## src/rtl/core/bipartite_max_matching_defines.svh

```systemverilog
// Assertion macros for the bipartite matching block.
`ifndef BIPARTITE_MAX_MATCHING_DEFINES_SVH
`define BIPARTITE_MAX_MATCHING_DEFINES_SVH
`ifndef SYNTHESIS
`define BMM_ASSERT(lbl, prop) \
    lbl: assert property (@(posedge aclk) disable iff (!aresetn) prop) \
        else $error("bmm check failed");
`define BMM_ASSERT_IMP(lbl, ante, cons) \
    `BMM_ASSERT(lbl, (ante) |-> (cons))
`else
`define BMM_ASSERT(lbl, prop)
`define BMM_ASSERT_IMP(lbl, ante, cons)
`endif
`endif

```

## src/rtl/core/bmm_ram.sv

```systemverilog
// Simple dual-port RAM with registered read data.
`timescale 1ns / 1ps
`default_nettype none
module bmm_ram #(
    parameter int WIDTH = 8,
    parameter int DEPTH = 16
) (
    input  wire logic                     aclk,
    input  wire logic                     we,
    input  wire logic [$clog2(DEPTH)-1:0] waddr,
    input  wire logic [WIDTH-1:0]         wdata,
    input  wire logic [$clog2(DEPTH)-1:0] raddr,
    output logic      [WIDTH-1:0]         rdata
);
    logic [WIDTH-1:0] mem [DEPTH];

    always_ff @(posedge aclk) begin
        if (we) begin
            mem[waddr] <= wdata;
        end
        rdata <= mem[raddr];
    end
endmodule
`default_nettype wire

```

## config.mk

```make
export PLATFORM = sky130hd
export DESIGN_NAME = bmm_ram
export DESIGN_NICKNAME = d
export VERILOG_FILES = /design/src/rtl/core/bipartite_max_matching_defines.svh /design/src/rtl/core/bmm_ram.sv
export SDC_FILE = /design/constraint.sdc
export NUM_CORES = 1
export LEC_CHECK = 0
export BUFFER_PORTS_ARGS = -buffer_cell sky130_fd_sc_hd__buf_2
export CORE_MARGIN = 2
export CORE_UTILIZATION = 35
export CTS_CLUSTER_DIAMETER = 50
export DETAILED_ROUTE_END_ITERATION = 16
export PLACE_DENSITY_LB_ADDON = 0.08
export SKIP_CTS_REPAIR_TIMING = 1
export SLEW_MARGIN = 10
export SYNTH_ARGS = -nofsm -noshare
export SYNTH_HDL_FRONTEND = slang
export SYNTH_SLANG_ARGS = --single-unit
```

## constraint.sdc

```tcl
create_clock -name aclk -period 2.65 [get_ports aclk]
set_input_delay 0.53 -clock aclk [delete_from_list [all_inputs] [get_ports aclk]]
set_output_delay 0.53 -clock aclk [all_outputs]
set_load 0.03 [all_outputs]
```

==> summary.txt, run 1 <==
Status
  – Status: completed

GRT
  – Number of global-route vias before repair: between 2k and 3k
  – Tot GR Track Use: between 10% and 20%
  – Final global-route overflow total: 0
  – Initial antenna violation count: 0
  – Global-route wire length before repair: 16,600 µm
  – Largest net degree at the start of global routing: 28

Synthesis
  – Total number of yosys warnings: 0
  – Unique cell type count in the Yosys netlist: 19
  – Area of the mapped netlist: between 5000 and 6000 µm²
  – Seq cells post-synth: approximately 140
  – Post-Synthesis Cells: between 200 and 250
  – Mean post-synth cell area: 22.5 µm²
  – Asr flop ratio synth: 0%
  – Post-synthesis sequential area ratio: ~80%
  – Syn_nets: 247
  – Main flop type after synthesis: edfxtp_1
  – Post-synth EDFFs: about 130

Clocking
  – Clock sinks: roughly 140
  – CTS tree: yes
  – CTS Buffer Depth: 2
  – Clk pin slew, worst setup/hold paths: roughly 0.06 ns
  – Num CTS Buffers: 17
  – Clk Latency, worst-skew pair: approximately 0.42 ns
  – Clock Tree Root: clkbuf_16
  – H-tree depth: 4

Timing
  – Fin crit period: between 1.5 and 2 ns
  – Final Max Slew Viols: 0
  – Worst Skew: just over 0.006 ns
  – Final period utilization: between 60% and 70%
  – # setup viols final: 0
  – Worst setup margin: 0.901 ns
  – Worst slew pin tran: 0.605 ns
  – Setup TNS: 0 ns
  – Unrepaired setup endpoints after global routing: false
  – Final hold violations: 0
  – Final hold slack: around 0.5 ns
  – Relative slew slack: slightly below 60%
  – Max Clock Freq: 572 MHz

Floorplanning
  – Rows: 44
  – Initial Util: between 30% and 40%
  – Die W: approximately 130 µm
  – Io pins: 26
  – Core area: 14,400 µm²
  – Area of the die: ~16,000 µm²
  – Die height: around 130 µm

Critical path
  – Worst path required time: around 2.9 ns
  – Sum of buffers and inverters on the critical path: 2
  – WS Path Type: in2reg
  – Max stage delay cell, worst path: mux4_1
  – Family with the most delay on the worst path: multiplexers
  – Crit-path max FO: 27
  – Crit-path max cell delay: approximately 0.60 ns
  – CP Launch Type: primary input
  – Critical Path AT: approximately 2.0 ns
  – CP cell instances: buf_2 -> buf_12 -> mux4_1 -> a22oi_1 -> nand2_1
  – CP Capture Type: register

Detailed routing
  – Post-route antenna net violation count: 0
  – Detailed Route WL: approximately 11,000 µm
  – Vias: ~2.5k
  – Routed WL per cell: 22.8 µm
  – Via/cell ratio: 5.12
  – Total iterations of the first detailed-routing run: 4
  – First DRT Iteration DRCs: 224
  – Residual DRC count: 0

Placement
  – IO buf count: 25
  – Post-place setup slack: approximately 0.44 ns
  – GPL Wtd Cong: 0.697
  – Placed cells: 451
  – Post-DP Area: around 5600 µm²
  – Dpl hpwl: about 7000 µm

Final layout
  – Most common cell after layout, fill and taps aside: edfxtp_1
  – Non-Filler Cell Area, Final: between 6000 and 7000 µm²
  – Final core occ: 43.0%
  – Final nets: 304
  – Area growth, synth to finish: 20.6%
  – ANT cells: 0
  – Share of layout cells above drive strength 1: 30.4%
  – Most frequent cells in the layout: edfxtp_1, buf_2, buf_4, mux4_2, clkbuf_16
  – Post-route insts no fill: slightly below 500

Pwr
  – Power, Total: roughly 5 mW
  – Power Dens Cells: slightly above 800 nW/µm²
  – VDD IR max: about 420 µV
  – Leak: roughly 2.1 nW

Worst hold path
  – Hold crit path type: in2reg

Run
  – Max Cap Viol: 0
worst reg2reg max path: stages, from the launching register on:
cell,delay (ns)
edfxtp_1,0.35
mux4_1,0.54
a22oi_1,0.35
nand2_1,0.10
area by class of cell:
cell class	instances	area [µm²]
Fill cell	1270	8220
Sequential cell	136	4000
Multi-Input combinational cell	83	1060
Clock buffer	20	437
Timing Repair Buffer	48	323
Tap cell	184	230
Clock inverter	12	156
registers in the layout (all words and copies together) (netlist names):
signal	flops
mem	128
rdata	8
worst paths after layout:
check | start | depth (start not counted) | end | slack [ns]
max | raddr[0] | 5 | rdata[1]$_DFF_P_ | 0.90
min | wdata[5] | 1 | mem[7][5]$_DFFE_PP_ | 0.50
max reg2reg | mem[1][3]$_DFFE_PP_ | 3 | rdata[3]$_DFF_P_ | 1.20
min reg2reg | mem[4][1]$_DFFE_PP_ | 3 | rdata[1]$_DFF_P_ | 0.66
cell usage after synthesis, types with 2 or more instances:
master	n	area, µm²
nand3b_1	2	15.0
a22oi_1	16	120
nand2b_1	2	12.5
mux4_2	18	405
mux4_1	14	368
nor2_1	13	48.8
nor3_1	4	20.0
nand2_1	9	33.8
clkdlybuf4s25_2	3	30.0
dfxtp_1	8	160
buf_6	3	33.8
edfxtp_1	128	3840
buf_2	3	15.0
per-layer routing:
metal,track usage [%],wire (µm),vias up
met1,21.6,5250,1298
met2,22.0,5100,75
met4,5.69,129,0
met5,0,0,-
li1,-,-,1086
met3,4.62,540,13
where the power goes:
group,internal (mW),total [mW],switching (mW)
logic,0.0987,0.257,0.158
registers,2.41,2.42,0.0163
clock network,1.55,2.37,0.815
total,4.06,5.05,0.989
cell families after synthesis:
group                  count (synthesis)  share of synthesized area (%)
AOI/OAI and AO/OA                     16                           2.33
buffers and inverters                 10                           1.68
DFF                                  136                           77.8
and+or+nand+nor                       35                           3.18
muxes                                 32                           15.0
Note: power is estimated with default switching activity, not from simulation.
==> run 2: changes to the inputs <==
- clock period: 2.65 -> 1.6 ns (I/O delays scaled with it)
==> run 2 against run 1 <==
Compared with the run above: global-route usage up 0.16 points; register-to-register slack worse by 1.0 ns; worst hold slack worse by 0.21 ns; combinational power up 76%; flip-flop and latch count unchanged; utilization up 1.9 points; wire length up 0.30%; sequential share of layout area down 2.7 points; design area up 4.4%; sequential power up 65%; clock skew down 0.0011 ns; critical path depth up 1; largest cell class unchanged.
==> summary.txt, run 2 (synthesis results as in run 1) <==
Critical path
  – Critical Path AT: 1.77 ns (-0.27 ns)
  – Worst R2R Path Depth: 3 (unchanged)
  – Critical R2R Launch: mem[1][5]$_DFFE_PP_
  – CP cell instances: buf_2 -> buf_12 -> buf_12 -> mux4_1 -> a22oi_1 -> nand2_1
  – Crit-path max cell delay: 0.60 ns (about the same)
  – Reg-to-reg endpoint: rdata[5]$_DFF_P_
  – CP Launch Type: primary input
  – WS Path Type: in2reg
  – CP Capture Type: register
  – Sum of buffers and inverters on the critical path: 3 (+1)
  – Family with the most delay on the worst path: multiplexers
  – Reg2Reg Setup Slack: 0.18 ns (-1.02 ns)
  – Worst path required time: 1.89 ns (-1.05 ns)
  – Max stage delay cell, worst path: mux4_1
  – Crit-path max FO: 17 (-37%)
  – Most frequent CP cell: buf_12

Final layout
  – Share of layout cells above drive strength 1: 35.7% (+5.3 points)
  – Area growth, synth to finish: 25.9%
  – ANT cells: 0 (unchanged)
  – Non-Filler Cell Area, Final: 6480 µm² (+4.4%)
  – Most common cell after layout, fill and taps aside: edfxtp_1
  – Post-route insts no fill: 495 (+2.5%)
  – Biggest regs: mem x128, rdata x8
  – Largest register by flop count: mem
  – Largest register FFs: 128 (unchanged)
  – Final nets: 316 (+3.9%)
  – Most frequent cells in the layout: edfxtp_1, buf_4, buf_2, mux4_2, clkbuf_16

Timing
  – Worst slew pin tran: 0.786 ns (+0.181 ns)
  – Fin crit period: 1.48 ns
  – Worst Skew: 0.00496 ns (-0.00111 ns)
  – # setup viols final: 0 (unchanged)
  – Final period utilization: between 90 and 100%
  – Final hold violations: 0 (unchanged)
  – Final Max Slew Viols: 0 (unchanged)
  – Unrepaired setup endpoints after global routing: false
  – Max Clock Freq: a little under 700 MHz
  – Relative slew slack: 47.5% (-12 points)
  – Final hold slack: 0.294 ns (-0.207 ns)

Placement
  – Placed cells: 463 (+2.7%)
  – IO buf count: 25 (unchanged)
  – GPL Wtd Cong: 0.728 (+4.5%)
  – Dpl hpwl: 7300 µm (+1.6%)
  – Post-DP Area: 5750 µm² (+2.4%)

Clocking
  – CTS Buffer Depth: 2 (unchanged)
  – CTS tree: yes
  – Num CTS Buffers: 17 (unchanged)
  – Clock sinks: 136 (unchanged)
  – H-tree depth: 4 (unchanged)
  – Clk Latency, worst-skew pair: 0.41 ns (about the same)
  – Clk pin slew, worst setup/hold paths: 0.06 ns (about the same)
  – Clock Tree Root: clkbuf_16

Worst hold path
  – HP Start: wdata[1]
  – Worst hold endpoint: mem[4][1]$_DFFE_PP_
  – WHS Path Cells: 1 (unchanged)
  – Hold crit path type: in2reg

Floorplanning
  – Io pins: 26 (unchanged)
  – Rows: 44 (unchanged)
  – Initial Util: 35.7% (unchanged)
  – Die height: 125 µm (unchanged)
  – Core area: 14,400 µm² (unchanged)
  – Die W: 125 µm (unchanged)
  – Area of the die: 15,700 µm² (unchanged)

GRT
  – Number of global-route vias before repair: 2,646 (+3.6%)
  – Initial antenna violation count: 0 (unchanged)
  – Tot GR Track Use: 15.3% (+0.16 points)
  – Global-route wire length before repair: 16,800 µm (+0.91%)
  – Final global-route overflow total: 0 (unchanged)
  – Largest net degree at the start of global routing: 22 (-21%)

Status
  – Status: completed

Pwr
  – VDD IR max: 680 µV (+62%)
  – Power Dens Cells: 1420 nW/µm² (+75%)
  – Leak: 2.25 nW (+6.7%)

Detailed routing
  – Vias: 2,482 (+0.40%)
  – Via/cell ratio: 5.01 (-2.0%)
  – Post-route antenna net violation count: 0 (unchanged)
  – Routed WL per cell: 22.3 µm (-2.1%)
  – Total iterations of the first detailed-routing run: 4 (unchanged)
  – Detailed Route WL: 11,100 µm (+0.30%)
  – First DRT Iteration DRCs: 192 (-14%)
  – Residual DRC count: 0 (unchanged)

Run
  – Max Cap Viol: 0 (unchanged)
run 2: cell types whose count changed in the layout (fill, tap and decap cells not counted), sizes merged:
cell,previous run,this run
buf,48,60
bufinv,4,8
clkbuf,20,21
clkinv,7,2
run 2: metrics by stage:
stage          setup WS, ns  total power, mW  setup TNS [ns]  utilization (%)
2_1_floorplan        0.0139             4.32               0                -
3_3_place_gp         -0.371             4.54           -2.86             39.8
3_5_place_dp         -0.349             4.54           -2.78             39.8
4_1_cts              0.0850             9.31               0             44.9
5_1_grt              0.0295             9.50               0             44.9
6_report              0.119             9.22               0             44.9
run 2: worst max path at each step:
stage             start                   to  slack [ns]  depth (start not counted)
2_1_floorplan  waddr[2]  mem[3][0]$_DFFE_PP_        0.01                          2
3_3_place_gp   raddr[0]     rdata[1]$_DFF_P_       -0.37                          6
3_5_place_dp   raddr[0]     rdata[1]$_DFF_P_       -0.35                          6
4_1_cts        raddr[0]     rdata[1]$_DFF_P_        0.08                          6
5_1_grt        raddr[0]     rdata[0]$_DFF_P_        0.03                          6
6_report       raddr[0]     rdata[0]$_DFF_P_        0.12                          6
run 2: layout make-up:
class	count	area [µm²]
clock inverter	11	265
clock buffer	21	470
tap	184	230
fill	1252	7940
timing repair buffer	60	450
multi-input combinational	83	1060
sequential	136	4000
run 2: report_power, final:
group	internal, mW	switching, mW	total (mW)
Clock	3.37	1.39	4.76
Sequential	3.98	0.0203	4.00
Combinational	0.186	0.266	0.452
Total	7.54	1.68	9.22
run 2: routing by layer:
layer | up-vias | part of all wire [%] | track usage, %
met3 | 12 | 4.1 | 3.68
met4 | 0 | 1.3 | 5.88
li1 | 1109 | - | -
met2 | 63 | 49 | 24.5
met1 | 1298 | 45 | 20.4
met5 | - | 0 | 0
